==> src/hdl/ddmc_pkg.sv <==
// Shared types and constants for the differential drive mode controller.
// Used by ddmc_ctrl, ddmc_dp and the top level; depends on nothing.
package ddmc_pkg;

    // Event kinds on the input stream.
    typedef enum logic [1:0] {
        OP_REF      = 2'd0,
        OP_ENABLE   = 2'd1,
        OP_HALT_REL = 2'd2,
        OP_TICK     = 2'd3
    } op_t;

    typedef enum logic [1:0] {
        MODE_CONTROLLED = 2'd0,
        MODE_TIMEOUT    = 2'd1,
        MODE_HALT       = 2'd2
    } mode_t;

    // Configuration register indexes.
    localparam logic [1:0] CfgPwmPeriod   = 2'd0;
    localparam logic [1:0] CfgTimeoutTick = 2'd1;
    localparam logic [1:0] CfgRpmLimit    = 2'd2;

    localparam logic [14:0] PwmPeriodReset   = 15'd1843;
    localparam logic [15:0] TimeoutTickReset = 16'd5000;
    localparam logic [12:0] RpmLimitReset    = 13'd5000;

    localparam int RefClamp   = 999;
    localparam int WheelGain  = 191;
    localparam int DutyOffset = 6000;
    localparam int DutyShift  = 42;
    // floor(2^42 / 6000); the quotient estimate is low by at most one.
    localparam logic [29:0] DutyRecip = 30'((64'd1 << DutyShift) / DutyOffset);

    // Commands from the sequencer to the datapath.
    typedef struct packed {
        logic  load;
        logic  arm;
        logic  stop;
        mode_t stop_mode;
        logic  count;
        logic  wheel;
        logic  duty_mul;
        logic  duty_div;
        logic  out_load;
        logic  ack;
    } cmd_t;

    // Status from the datapath to the sequencer.
    typedef struct packed {
        logic halt;
        logic armed;
        logic expire;
    } stat_t;

endpackage

==> src/hdl/ddmc_ctrl.sv <==
// Sequencer for the differential drive mode controller: decodes each event
// and steps the datapath through its stages. Depends on ddmc_pkg.
module ddmc_ctrl
    import ddmc_pkg::*;
(
    input  logic       clk,
    input  logic       rst_n,
    input  logic       s_tvalid,
    output logic       s_tready,
    input  logic [1:0] s_tuser,
    output logic       m_tvalid,
    input  logic       m_tready,
    input  stat_t      stat,
    output cmd_t       cmd
);

    typedef enum logic [2:0] {
        S_IDLE,
        S_EXEC,
        S_WHEEL,
        S_MUL,
        S_DIV,
        S_OUT
    } state_t;

    state_t state_reg, state_next;
    op_t    op_reg, op_next;
    logic   ack_reg, ack_next;
    logic   m_tvalid_reg, m_tvalid_next;

    assign s_tready = (state_reg == S_IDLE);
    assign m_tvalid = m_tvalid_reg;

    always_comb
    begin
        state_next     = state_reg;
        op_next        = op_reg;
        ack_next       = ack_reg;
        m_tvalid_next  = m_tvalid_reg;
        cmd            = '0;
        cmd.stop_mode  = MODE_HALT;
        cmd.ack        = ack_reg;
        if (m_tready)
        begin
            m_tvalid_next = 1'b0;
        end
        unique case (state_reg)
            S_IDLE:
            begin
                if (s_tvalid)
                begin
                    cmd.load   = 1'b1;
                    op_next    = op_t'(s_tuser);
                    ack_next   = 1'b0;
                    state_next = S_EXEC;
                end
            end
            S_EXEC:
            begin
                state_next = S_MUL;
                unique case (op_reg)
                    OP_REF:
                    begin
                        if (!stat.halt)
                        begin
                            state_next = S_WHEEL;
                        end
                    end
                    OP_ENABLE:
                    begin
                        if (stat.halt)
                        begin
                            cmd.arm  = 1'b1;
                            ack_next = 1'b1;
                        end
                    end
                    OP_HALT_REL:
                    begin
                        cmd.stop      = 1'b1;
                        cmd.stop_mode = MODE_HALT;
                    end
                    OP_TICK:
                    begin
                        if (stat.armed)
                        begin
                            if (stat.expire)
                            begin
                                cmd.stop      = 1'b1;
                                cmd.stop_mode = MODE_TIMEOUT;
                            end
                            else
                            begin
                                cmd.count = 1'b1;
                            end
                        end
                    end
                    default:
                    begin
                        state_next = S_MUL;
                    end
                endcase
            end
            S_WHEEL:
            begin
                cmd.wheel  = 1'b1;
                cmd.arm    = 1'b1;
                state_next = S_MUL;
            end
            S_MUL:
            begin
                cmd.duty_mul = 1'b1;
                state_next   = S_DIV;
            end
            S_DIV:
            begin
                cmd.duty_div = 1'b1;
                state_next   = S_OUT;
            end
            S_OUT:
            begin
                // Wait here until the output register is free.
                if (!m_tvalid_reg || m_tready)
                begin
                    cmd.out_load  = 1'b1;
                    m_tvalid_next = 1'b1;
                    state_next    = S_IDLE;
                end
            end
            default:
            begin
                state_next = S_IDLE;
            end
        endcase
    end

    always_ff @(posedge clk or negedge rst_n)
    begin
        if (!rst_n)
        begin
            state_reg    <= S_IDLE;
            op_reg       <= OP_REF;
            ack_reg      <= 1'b0;
            m_tvalid_reg <= 1'b0;
        end
        else
        begin
            state_reg    <= state_next;
            op_reg       <= op_next;
            ack_reg      <= ack_next;
            m_tvalid_reg <= m_tvalid_next;
        end
    end

endmodule

==> src/hdl/ddmc_dp.sv <==
// Datapath of the differential drive mode controller: configuration, mode
// and speed state, wheel speed arithmetic, duty computation and the result
// register. Depends on ddmc_pkg.
module ddmc_dp
    import ddmc_pkg::*;
(
    input  logic                clk,
    input  logic                rst_n,
    input  logic                cfg_we,
    input  logic [1:0]          cfg_addr,
    input  logic [15:0]         cfg_wdata,
    input  logic signed [15:0]  angular_ref,
    input  logic signed [15:0]  linear_ref,
    input  cmd_t                cmd,
    output stat_t               stat,
    output logic [1:0]          mode_now,
    output logic [15:0]         left_duty,
    output logic [15:0]         right_duty,
    output logic signed [13:0]  left_rpm_applied,
    output logic signed [13:0]  right_rpm_applied,
    output logic signed [16:0]  left_rpm_requested,
    output logic signed [16:0]  right_rpm_requested,
    output logic                alert_on,
    output logic                ack_enable
);

    function automatic logic signed [10:0] clamp_ref(input logic signed [15:0] v);
        if (v > 16'(RefClamp))
        begin
            return 11'(RefClamp);
        end
        else if (v < -16'(RefClamp))
        begin
            return -11'(RefClamp);
        end
        return v[10:0];
    endfunction

    // Configuration.
    logic [14:0] pwm_period_reg;
    logic [15:0] timeout_ticks_reg;
    logic [12:0] rpm_limit_reg;

    // Architectural state.
    mode_t              mode_reg, mode_next;
    logic               alert_reg, alert_next;
    logic [15:0]        counter_reg, counter_next;
    logic               armed_reg, armed_next;
    logic signed [13:0] applied_reg [2];
    logic signed [13:0] applied_next [2];
    logic signed [16:0] requested_reg [2];
    logic signed [16:0] requested_next [2];

    // Pipeline registers.
    logic signed [10:0] ang_reg, lin_reg;
    logic signed [21:0] prod_reg [2];
    logic signed [30:0] num_reg [2];
    logic [28:0]        numu_reg [2];
    logic               neg_reg [2];
    logic [16:0]        quot_reg [2];

    // Result register.
    logic [1:0]         mode_out_reg;
    logic [15:0]        duty_out_reg [2];
    logic signed [13:0] applied_out_reg [2];
    logic signed [16:0] requested_out_reg [2];
    logic               alert_out_reg;
    logic               ack_out_reg;

    logic [15:0]        counter_inc;
    logic signed [13:0] lin4;
    logic signed [13:0] wheel_sum [2];
    logic signed [21:0] prod_next [2];
    logic signed [21:0] rpm_full [2];
    logic signed [16:0] lim_pos;
    logic signed [16:0] lim_neg;
    logic signed [14:0] duty_base [2];
    logic signed [30:0] num_next [2];
    logic [58:0]        recip_prod [2];
    logic [29:0]        remainder [2];
    logic [17:0]        quot_fix [2];
    logic [15:0]        duty_next [2];
    logic               sat_any;

    assign counter_inc = counter_reg + 16'd1;
    assign stat.halt   = (mode_reg == MODE_HALT);
    assign stat.armed  = armed_reg;
    assign stat.expire = (counter_inc >= timeout_ticks_reg);

    assign lin4         = 14'(lin_reg) <<< 2;
    assign wheel_sum[0] = lin4 + 14'(ang_reg);
    assign wheel_sum[1] = lin4 - 14'(ang_reg);
    assign lim_pos      = signed'(17'(rpm_limit_reg));
    assign lim_neg      = -lim_pos;

    always_comb
    begin
        for (int i = 0; i < 2; i++)
        begin
            prod_next[i] = 22'(wheel_sum[i]) * 22'(WheelGain);
            // Arithmetic shift gives the floor for negative products.
            rpm_full[i]  = prod_reg[i] >>> 4;
            duty_base[i] = 15'(applied_reg[i]) + 15'(DutyOffset);
            num_next[i]  = 31'(duty_base[i]) * signed'(31'(pwm_period_reg));
            recip_prod[i] = 59'(num_reg[i][28:0]) * 59'(DutyRecip);
            remainder[i] = 30'(numu_reg[i]) - 30'(quot_reg[i]) * 30'(DutyOffset);
            quot_fix[i]  = 18'(quot_reg[i]) + 18'(remainder[i] >= 30'(DutyOffset));
            if (neg_reg[i])
            begin
                duty_next[i] = 16'd0;
            end
            else if (quot_fix[i] > 18'hFFFF)
            begin
                duty_next[i] = 16'hFFFF;
            end
            else
            begin
                duty_next[i] = quot_fix[i][15:0];
            end
        end
    end

    always_comb
    begin
        mode_next    = mode_reg;
        alert_next   = alert_reg;
        counter_next = counter_reg;
        armed_next   = armed_reg;
        sat_any      = 1'b0;
        for (int i = 0; i < 2; i++)
        begin
            applied_next[i]   = applied_reg[i];
            requested_next[i] = requested_reg[i];
        end
        if (cmd.wheel)
        begin
            for (int i = 0; i < 2; i++)
            begin
                requested_next[i] = rpm_full[i][16:0];
                if (signed'(rpm_full[i][16:0]) > lim_pos)
                begin
                    applied_next[i] = lim_pos[13:0];
                    sat_any         = 1'b1;
                end
                else if (signed'(rpm_full[i][16:0]) < lim_neg)
                begin
                    applied_next[i] = lim_neg[13:0];
                    sat_any         = 1'b1;
                end
                else
                begin
                    applied_next[i] = rpm_full[i][13:0];
                end
            end
            alert_next = sat_any;
        end
        if (cmd.arm)
        begin
            mode_next    = MODE_CONTROLLED;
            counter_next = 16'd0;
            armed_next   = 1'b1;
        end
        else if (cmd.stop)
        begin
            mode_next    = cmd.stop_mode;
            counter_next = 16'd0;
            armed_next   = 1'b0;
            alert_next   = 1'b0;
            for (int i = 0; i < 2; i++)
            begin
                applied_next[i] = 14'sd0;
            end
        end
        else if (cmd.count)
        begin
            counter_next = counter_inc;
        end
    end

    always_ff @(posedge clk or negedge rst_n)
    begin
        if (!rst_n)
        begin
            pwm_period_reg    <= PwmPeriodReset;
            timeout_ticks_reg <= TimeoutTickReset;
            rpm_limit_reg     <= RpmLimitReset;
            mode_reg          <= MODE_CONTROLLED;
            alert_reg         <= 1'b0;
            counter_reg       <= 16'd0;
            armed_reg         <= 1'b1;
            for (int i = 0; i < 2; i++)
            begin
                applied_reg[i]   <= 14'sd0;
                requested_reg[i] <= 17'sd0;
            end
        end
        else
        begin
            if (cfg_we)
            begin
                unique case (cfg_addr)
                    CfgPwmPeriod:   pwm_period_reg    <= cfg_wdata[14:0];
                    CfgTimeoutTick: timeout_ticks_reg <= cfg_wdata;
                    CfgRpmLimit:    rpm_limit_reg     <= cfg_wdata[12:0];
                    default:        pwm_period_reg    <= pwm_period_reg;
                endcase
            end
            mode_reg    <= mode_next;
            alert_reg   <= alert_next;
            counter_reg <= counter_next;
            armed_reg   <= armed_next;
            for (int i = 0; i < 2; i++)
            begin
                applied_reg[i]   <= applied_next[i];
                requested_reg[i] <= requested_next[i];
            end
        end
    end

    always_ff @(posedge clk)
    begin
        if (cmd.load)
        begin
            ang_reg <= clamp_ref(angular_ref);
            lin_reg <= clamp_ref(linear_ref);
        end
        for (int i = 0; i < 2; i++)
        begin
            prod_reg[i] <= prod_next[i];
            if (cmd.duty_mul)
            begin
                num_reg[i] <= num_next[i];
            end
            if (cmd.duty_div)
            begin
                neg_reg[i]  <= num_reg[i][30];
                numu_reg[i] <= num_reg[i][28:0];
                quot_reg[i] <= recip_prod[i][58:42];
            end
        end
        if (cmd.out_load)
        begin
            mode_out_reg  <= mode_reg;
            alert_out_reg <= alert_reg;
            ack_out_reg   <= cmd.ack;
            for (int i = 0; i < 2; i++)
            begin
                duty_out_reg[i]      <= duty_next[i];
                applied_out_reg[i]   <= applied_reg[i];
                requested_out_reg[i] <= requested_reg[i];
            end
        end
    end

    assign mode_now            = mode_out_reg;
    assign left_duty           = duty_out_reg[0];
    assign right_duty          = duty_out_reg[1];
    assign left_rpm_applied    = applied_out_reg[0];
    assign right_rpm_applied   = applied_out_reg[1];
    assign left_rpm_requested  = requested_out_reg[0];
    assign right_rpm_requested = requested_out_reg[1];
    assign alert_on            = alert_out_reg;
    assign ack_enable          = ack_out_reg;

endmodule

==> src/hdl/differential_drive_mode_controller.sv <==
// Top level of the differential drive mode controller.
// Instantiates ddmc_ctrl and ddmc_dp; depends on ddmc_pkg.
//
// Input stream: one transfer per event. tuser carries the event kind
// (reference, enable, halt button released, 1 ms tick); tdata carries the
// angular and linear references, which only a reference event uses.
// Output stream: exactly one result transfer per event with the mode after
// the event, both duty compare values, applied and requested wheel speeds,
// the alert flag and the enable acknowledgement.
// Configuration: cfg_we writes cfg_wdata into register cfg_addr (0 PWM
// period, 1 timeout ticks, 2 rpm limit); write only while the block is idle.
// Each event passes the state update (a reference event also the wheel
// speed stage) and then the duty stages (product, reciprocal multiply,
// correction) before its result is valid. The sequencer handles one event
// at a time, so it accepts no new event before the current one is through.
// Reset: controlled mode, timeout counter armed, speeds zero, registers at
// their defaults (period 1843, timeout 5000, limit 5000).
// A stalled output holds its result; the next event may be accepted and
// processed meanwhile, and waits in its last stage until the result is taken.
module differential_drive_mode_controller
    import ddmc_pkg::*;
(
    input  logic         clk,
    input  logic         rst_n,
    input  logic         cfg_we,
    input  logic [1:0]   cfg_addr,
    input  logic [15:0]  cfg_wdata,
    input  logic         s_tvalid,
    output logic         s_tready,
    input  logic [31:0]  s_tdata,   // angular_ref[15:0], linear_ref[31:16]
    input  logic [1:0]   s_tuser,   // operation[1:0]
    output logic         m_tvalid,
    input  logic         m_tready,
    // mode_now[1:0], left_duty[17:2], right_duty[33:18],
    // left_rpm_applied[47:34], right_rpm_applied[61:48],
    // left_rpm_requested[78:62], right_rpm_requested[95:79],
    // alert_on[96], ack_enable[97], zero fill[103:98]
    output logic [103:0] m_tdata
);

    cmd_t               cmd;
    stat_t              stat;
    logic [1:0]         mode_now;
    logic [15:0]        left_duty;
    logic [15:0]        right_duty;
    logic signed [13:0] left_rpm_applied;
    logic signed [13:0] right_rpm_applied;
    logic signed [16:0] left_rpm_requested;
    logic signed [16:0] right_rpm_requested;
    logic               alert_on;
    logic               ack_enable;

    ddmc_ctrl u_ctrl (
        .clk      (clk),
        .rst_n    (rst_n),
        .s_tvalid (s_tvalid),
        .s_tready (s_tready),
        .s_tuser  (s_tuser),
        .m_tvalid (m_tvalid),
        .m_tready (m_tready),
        .stat     (stat),
        .cmd      (cmd)
    );

    ddmc_dp u_dp (
        .clk                 (clk),
        .rst_n               (rst_n),
        .cfg_we              (cfg_we),
        .cfg_addr            (cfg_addr),
        .cfg_wdata           (cfg_wdata),
        .angular_ref         (signed'(s_tdata[15:0])),
        .linear_ref          (signed'(s_tdata[31:16])),
        .cmd                 (cmd),
        .stat                (stat),
        .mode_now            (mode_now),
        .left_duty           (left_duty),
        .right_duty          (right_duty),
        .left_rpm_applied    (left_rpm_applied),
        .right_rpm_applied   (right_rpm_applied),
        .left_rpm_requested  (left_rpm_requested),
        .right_rpm_requested (right_rpm_requested),
        .alert_on            (alert_on),
        .ack_enable          (ack_enable)
    );

    assign m_tdata = {6'b0, ack_enable, alert_on,
                      right_rpm_requested, left_rpm_requested,
                      right_rpm_applied, left_rpm_applied,
                      right_duty, left_duty, mode_now};

endmodule

==> config.mk <==
export PLATFORM = sky130hd
export DESIGN_NAME = differential_drive_mode_controller
export DESIGN_NICKNAME = d
export VERILOG_FILES = /design/src/hdl/ddmc_pkg.sv /design/src/hdl/ddmc_ctrl.sv /design/src/hdl/ddmc_dp.sv /design/src/hdl/differential_drive_mode_controller.sv
export SDC_FILE = /design/constraint.sdc
export NUM_CORES = 2
export LEC_CHECK = 0
export BUFFER_PORTS_ARGS = -buffer_cell sky130_fd_sc_hd__buf_4
export CAP_MARGIN = 20
export CORE_ASPECT_RATIO = 0.9
export CORE_MARGIN = 2
export CORE_UTILIZATION = 52
export CTS_CLUSTER_SIZE = 28
export DETAILED_ROUTE_END_ITERATION = 12
export PLACE_DENSITY = 0.68
export SYNTH_ARGS = -nofsm -noshare
export SYNTH_HDL_FRONTEND = slang
export SYNTH_SLANG_ARGS = --single-unit
==> constraint.sdc <==
create_clock -name clk -period 9.5 [get_ports clk]
set_clock_uncertainty 0.05 [all_clocks]
set_input_delay 1.425 -clock clk [delete_from_list [all_inputs] [get_ports clk]]
set_output_delay 1.425 -clock clk [all_outputs]
set_load 0.005 [all_outputs]
Word level (Yosys, flattened, before mapping)
Memory sizes are Yosys's and may differ from the RTL's. Index checks and enable logic that the tools add are counted.

Bits in registers: 159. Memories kept: 8. Input bits: 57. Word-level logic and storage cells: 159. RAM bits: 294.

Mux-type cells: 71. Add/sub/neg operators: 10. Eq/ne operators: 15. Reductions and logical operators: 14. $mul: 8. Order comparisons: 13.

Memory list: u_dp.num_reg (words 2, bits a word 31, read ports 2, clocked after Yosys merged registers in 0, write ports 2, RTL line ddmc_dp.sv:57) `logic signed [30:0] num_reg [2];`; u_dp.numu_reg (words 2, bits a word 29, read ports 2, clocked after Yosys merged registers in 0, write ports 2, RTL line ddmc_dp.sv:58) `logic [28:0] numu_reg [2];`; u_dp.prod_reg (words 2, bits a word 22, read ports 2, clocked after Yosys merged registers in 0, write ports 2, RTL line ddmc_dp.sv:56) `logic signed [21:0] prod_reg [2];`; u_dp.quot_reg (words 2, bits a word 17, read ports 2, clocked after Yosys merged registers in 0, write ports 2, RTL line ddmc_dp.sv:60) `logic [16:0] quot_reg [2];`; u_dp.requested_out_reg (words 2, bits a word 17, read ports 2, clocked after Yosys merged registers in 0, write ports 2, RTL line ddmc_dp.sv:66) `logic signed [16:0] requested_out_reg [2];`; u_dp.duty_out_reg (words 2, bits a word 16, read ports 2, clocked after Yosys merged registers in 0, write ports 2, RTL line ddmc_dp.sv:64) `logic [15:0] duty_out_reg [2];`; 2 more memories.

Operators with widths (number): 29-bit by 30-bit multiplier with 59-bit output, second input constant (2); 16-bit 2-to-1 mux (7); 28-bit 2-to-1 mux (3); 11-bit 2-to-1 mux (6); 15-bit by 16-bit multiplier with 31-bit output (2); 30-bit by 13-bit greater-or-equal comparator with 1-bit output, second input constant (2); 29-bit by 30-bit subtractor with 30-bit output (2); 14-bit 2-to-1 mux (4); 17-bit by 9-bit multiplier with 26-bit output, second input constant (2); 14-bit by 9-bit multiplier with 22-bit output, second input constant (2); 1-bit 2-to-1 mux (39); 17-bit by 1-bit adder with 18-bit output (2); 18-bit by 16-bit greater-than comparator with 1-bit output, second input constant (2); 17-bit by 14-bit greater-than comparator with 1-bit output (2); 17-bit < comparator (2); 16-bit by 11-bit greater-than comparator with 1-bit output, second input constant (2); 16-bit by 11-bit < comparator with 1-bit output, second input constant (2); 14-bit by 14-bit adder with 15-bit output, second input constant (2); 3-bit case mux with 6 select lines (1); 13-bit negation with 17-bit output (1); 16-bit by 1-bit adder with 16-bit output, second input constant (1); 16-bit greater-or-equal comparator (1); 13-bit by 11-bit adder with 14-bit output (1); 13-bit by 11-bit subtractor with 14-bit output (1); other kinds (20) (40).

Depth between registers and ports, before layout
Word-level depth: 9. Depth in mapped cells: 42. Gate-level depth less buffers: 41.

Modules after synthesis
Synthesis repeated with hierarchy kept, for this count alone.

Cells, all modules: 7518. Area, all modules: 76887.5 um^2.

By module, submodules not included: ddmc_dp (cells each 7466, area each 76408.3 um^2, sequential area each 11843.9 um^2, instances 1); ddmc_ctrl (cells each 43, area each 415.4 um^2, sequential area each 175.2 um^2, instances 1); differential_drive_mode_controller (cells each 9, area each 63.8 um^2, sequential area each 0.0 um^2, instances 1).

Worst setup path after synthesis
Ideal clock, no wire load.

Path type: register to register. From: mem u_dp.quot_reg[0][5]. To: mem u_dp.duty_out_reg[0][10] (data pin). Path buffers: 1. Arrival time: 8445 ps. Library setup time: 270 ps. Slack: 735 ps. Cell stages (with the launch flop): 39. Cells stage by stage: edfxtp_1 fa_1 inv_1 fa_1 fa_1 fa_1 inv_1 ha_1 a21oi_1 o21bai_1 a21oi_1 o21ai_0 nand4_1 a41oi_1 a21boi_0 o21ai_0 o41ai_1 xor2_1 (+3 left out) or3b_2 a2111oi_0 nand3_1 a2111oi_0 nand4_1 nor4_1 nand4_1 ha_1 ha_1 nand2_1 nor2_1 nand2_1 nor2_1 nand4_1 xnor2_1 a31oi_1 clkbuf_1 a21oi_1.

RTL lines (RTL line): start, declared (ddmc_dp.sv:60); end, declared (ddmc_dp.sv:64).

==> Flow_metrics.wiki <==
{| class="wikitable"
! Metric !! Value
|-
| Top cell type's share of synthesized area || 32.8%
|-
| Crit path largest cell delay || 0.54 ns
|-
| Status || finished, final reports clean
|-
| Num Clock Sinks || 433
|-
| Startpoint Class || flip-flop
|-
| Worst Slack Setup Final || 0.408 ns
|-
| Clock latency on the worst-skew pair || 0.68 ns
|-
| Final-report max-slew violation count || 0
|-
| Worst reg2reg path endpoint || u_dp.duty_out_reg[0][22]$_SDFFCE_PP0P_
|-
| Highest fanout seen on the critical path || 8
|-
| Most numerous cell on the critical path || sky130_fd_sc_hd__inv_1
|-
| Worst Setup End Kind || flip-flop
|-
| Sequential share of the synthesized area || 15.7%
|-
| Fmax || 110 MHz
|-
| Syn Std Cell Area || 76700 um^2
|-
| Least-Margin Pin Slew || 0.974 ns
|-
| DIE AREA || 151000 um^2
|-
| Maximum level of the CTS H-tree || 2
|-
| Standard-cell rows || 133
|-
| Weighted congestion at the end of routability-driven global placement || 0.976
|-
| Detailed placer's ending HPWL || 153000 um
|-
| Number of maximum-capacitance violations || 0
|-
| Routed WL || 182000 um
|-
| DRC violation count after routing || 0
|-
| Worst-path clk slew || 0.07 ns
|-
| Detailed-router iteration count before antenna repair || 7
|-
| Required time at the endpoint of the critical path || 9.83 ns
|-
| Total via count in the routed design || 51700
|-
| Average cell area after synthesis || 10.1 um^2
|-
| Wire length of the first global-routing pass || 296000 um
|-
| Area of the core region || 146000 um^2
|-
| Leading post-synthesis cells by cell area || sky130_fd_sc_hd__fa_1 33%, sky130_fd_sc_hd__ha_1 22%, sky130_fd_sc_hd__edfxtp_1 10%
|-
| Hold buffer count at cts || 0
|-
| Cells on Worst Hold Path || 0
|-
| Via count of the first global-routing pass || 55300
|-
| CTS root buf || sky130_fd_sc_hd__clkbuf_16
|-
| Reg2reg start || u_dp.quot_reg[0][23]$_DFFE_PP_
|-
| All-layer global routing usage || 24.8%
|-
| Count of state elements after synthesis || 433
|-
| Min Clock Period, post-route || 9.09 ns
|-
| Maximum buffer depth of the clock tree || 3
|-
| Number of failing setup endpoints in the final timing report || 0
|-
| FILL cells || 12800
|-
| Initial core utilization || 52.4%
|-
| Most used standard cells in the synthesized netlist || 1975 x sky130_fd_sc_hd__inv_1, 1323 x sky130_fd_sc_hd__ha_1, 1257 x sky130_fd_sc_hd__fa_1
|-
| Die Wd || 409 um
|-
| Clock buffer count from CTS || 52
|-
| Number of instances in the synthesized netlist || 7607
|-
| Post-detailed-route via-to-cell ratio || 5.30
|-
| Number of enable flip-flop cells after synthesis || 266
|-
| Synth unique cells || 90
|-
| Cell taking the most area after synthesis || sky130_fd_sc_hd__fa_1
|-
| Number of antenna violations at the first check in global routing || 1
|-
| Fin nets || 10400
|-
| Flip-flop count of the largest register, all copies and words added || 60
|-
| I/O pins || 163
|-
| CP Class || reg -> reg
|-
| Data arrival time of the worst path || 9.42 ns
|-
| Total count of hold-check failures in the final report || 0
|-
| Area delta synth->final || 7.53%
|-
| Violation count after the first detailed-route iteration || 2853
|-
| Fraction of layout instances using a drive strength above 1 || 6.31%
|-
| GRT overflow || 0
|-
| Routed len/inst || 18.6 um
|-
| Critical-path cell with the highest stage delay || sky130_fd_sc_hd__fa_1
|-
| Number of port buffers || 156
|-
| Slew HR || 35.0%
|-
| R2R setup slack || 0.41 ns
|-
| Destination of the worst hold path || u_dp.requested_out_reg[0][2]$_DFFE_PP_
|-
| Part of the cycle the worst path needs || 95.7%
|-
| Top cell family by delay on the critical path || adder cells
|-
| CTS tree || done
|-
| Number of logic stages on the critical path including buffering || 41
|-
| Most numerous cell in the Yosys netlist || sky130_fd_sc_hd__inv_1
|-
| Maximum number of pins on one net before global-route repair || 75
|-
| Worst setup slack before clock tree synthesis || 0.0191 ns
|-
| Buffers plus inverters on the worst setup path || 7
|-
| Path type of the worst min-delay path || reg -> reg
|-
| Worst Hold Launch || u_dp.requested_reg[19]$_DFFE_PN0N_
|-
| Cells on worst reg2reg path || 41
|-
| Vertical die dimension || 368 um
|-
| Post-synth ARST share || 30.7%
|-
| Number of synthesis warnings || 0
|-
| Most used flip-flop cell after synthesis || sky130_fd_sc_hd__edfxtp_1
|-
| Post-route antenna net violation count || 0
|}
[metrics by stage]
step	hold WS (ns)	util, %	instances	setup TNS (ns)	instance area (um^2)
floorplan	0.350	-	7612	0	76700
global placement	0.378	54.9	9646	0	80300
detailed placement	0.382	54.9	9646	0	80300
CTS	0.399	56.1	9742	0	82100
global route	0.417	56.4	9766	-1.90	82500
finish	0.399	56.4	9767	0	82500
[final cells by class]
class / count / area [um^2] / share of cell area (%)
multi-input cells: 5057 / 56900 / 69.0
flip-flops and latches: 433 / 12000 / 14.6
inverters: 1977 / 7420 / 9.00
well taps: 1957 / 2450 / 2.97
repair buffers: 246 / 1890 / 2.29
clock buffers: 66 / 1460 / 1.77
clock inverters: 30 / 324 / 0.393
diodes: 1 / 2.50 / 0.00303
[routing by layer]
layer  vias to the layer above  track usage (%)  share of wire [%]
met5                         -                0             0.0033
met4                         2             6.15                2.5
met3                       237             5.00                6.8
met2                      1398             39.8                 45
met1                     25800             34.5                 45
li1                      24300                -                  -
[placed cells by master, fill, tap and decap left out, types with 48 or more instances in the layout]
cell,count
sky130_fd_sc_hd__buf_4,240
sky130_fd_sc_hd__nand2_1,461
sky130_fd_sc_hd__nand3_1,57
sky130_fd_sc_hd__fa_1,1257
sky130_fd_sc_hd__clkbuf_16,56
sky130_fd_sc_hd__nor2_1,208
sky130_fd_sc_hd__dfrtp_1,115
sky130_fd_sc_hd__nand2b_1,78
sky130_fd_sc_hd__a21oi_1,256
sky130_fd_sc_hd__mux2_2,50
sky130_fd_sc_hd__o21ai_0,129
sky130_fd_sc_hd__inv_1,1975
sky130_fd_sc_hd__xor2_1,103
sky130_fd_sc_hd__and2_1,138
sky130_fd_sc_hd__xnor2_1,189
sky130_fd_sc_hd__nor3_1,76
sky130_fd_sc_hd__ha_1,1318
sky130_fd_sc_hd__a21o_1,91
sky130_fd_sc_hd__edfxtp_1,266
sky130_fd_sc_hd__o21a_1,48
sky130_fd_sc_hd__nor2b_1,112
[timing repair]
item | in CTS | in global routing
gates cloned | 0 | 2
setup buffers | 0 | 21
resized for setup | 2 | 44
pin swaps | 0 | 20
endpoints found under the hold margin | 0 | 0
setup endpoints to repair | 16 | 32
[worst register-to-register path: cells and delay by family (launching register included)]
| family | cells | cell delay (ns) |
|---|---|---|
| compound gates | 13 | 2.68 |
| buf+inv | 7 | 0.72 |
| simple gates | 11 | 1.56 |
| fa+ha+maj | 8 | 3.15 |
| xor+xnor | 2 | 0.19 |
| flops | 1 | 0.47 |
[worst max-delay path by stage]
| stage | startpoint | to | slack [ns] |
|---|---|---|---|
| global route | u_dp.quot_reg[0][23]$_DFFE_PP_ | u_dp.duty_out_reg[0][22]$_SDFFCE_PP0P_ | -0.13 |
| detailed placement | u_dp.quot_reg[0][5]$_DFFE_PP_ | u_dp.duty_out_reg[0][1]$_SDFFCE_PP0P_ | 0.02 |
| CTS | u_dp.quot_reg[0][5]$_DFFE_PP_ | u_dp.duty_out_reg[0][12]$_SDFFCE_PP0P_ | 0.1 |
| global placement | u_dp.quot_reg[0][5]$_DFFE_PP_ | u_dp.duty_out_reg[0][0]$_SDFFCE_PP0P_ | 0.18 |
| finish | u_dp.quot_reg[0][23]$_DFFE_PP_ | u_dp.duty_out_reg[0][22]$_SDFFCE_PP0P_ | 0.41 |
| floorplan | u_dp.quot_reg[0][5]$_DFFE_PP_ | u_dp.duty_out_reg[0][10]$_SDFFCE_PP0P_ | 0.74 |
[kinds of logic (layout without fill, tap and decap cells)]
kind of cell    after synthesis  after routing  synth area share (%)
compound gates              804            804                  6.91
mux                          66             66                 0.943
flops                       433            433                  15.7
fa+ha+maj                  2580           2580                  54.4
buf+inv                    2122           2319                  10.4
other cells                   1              7               0.00489
simple gates               1308           1308                  8.32
xor+xnor                    293            293                  3.35
Power is left out: the tool's default activity adds up to more than one toggle a clock period on the data nets, which glitch-free logic cannot reach.
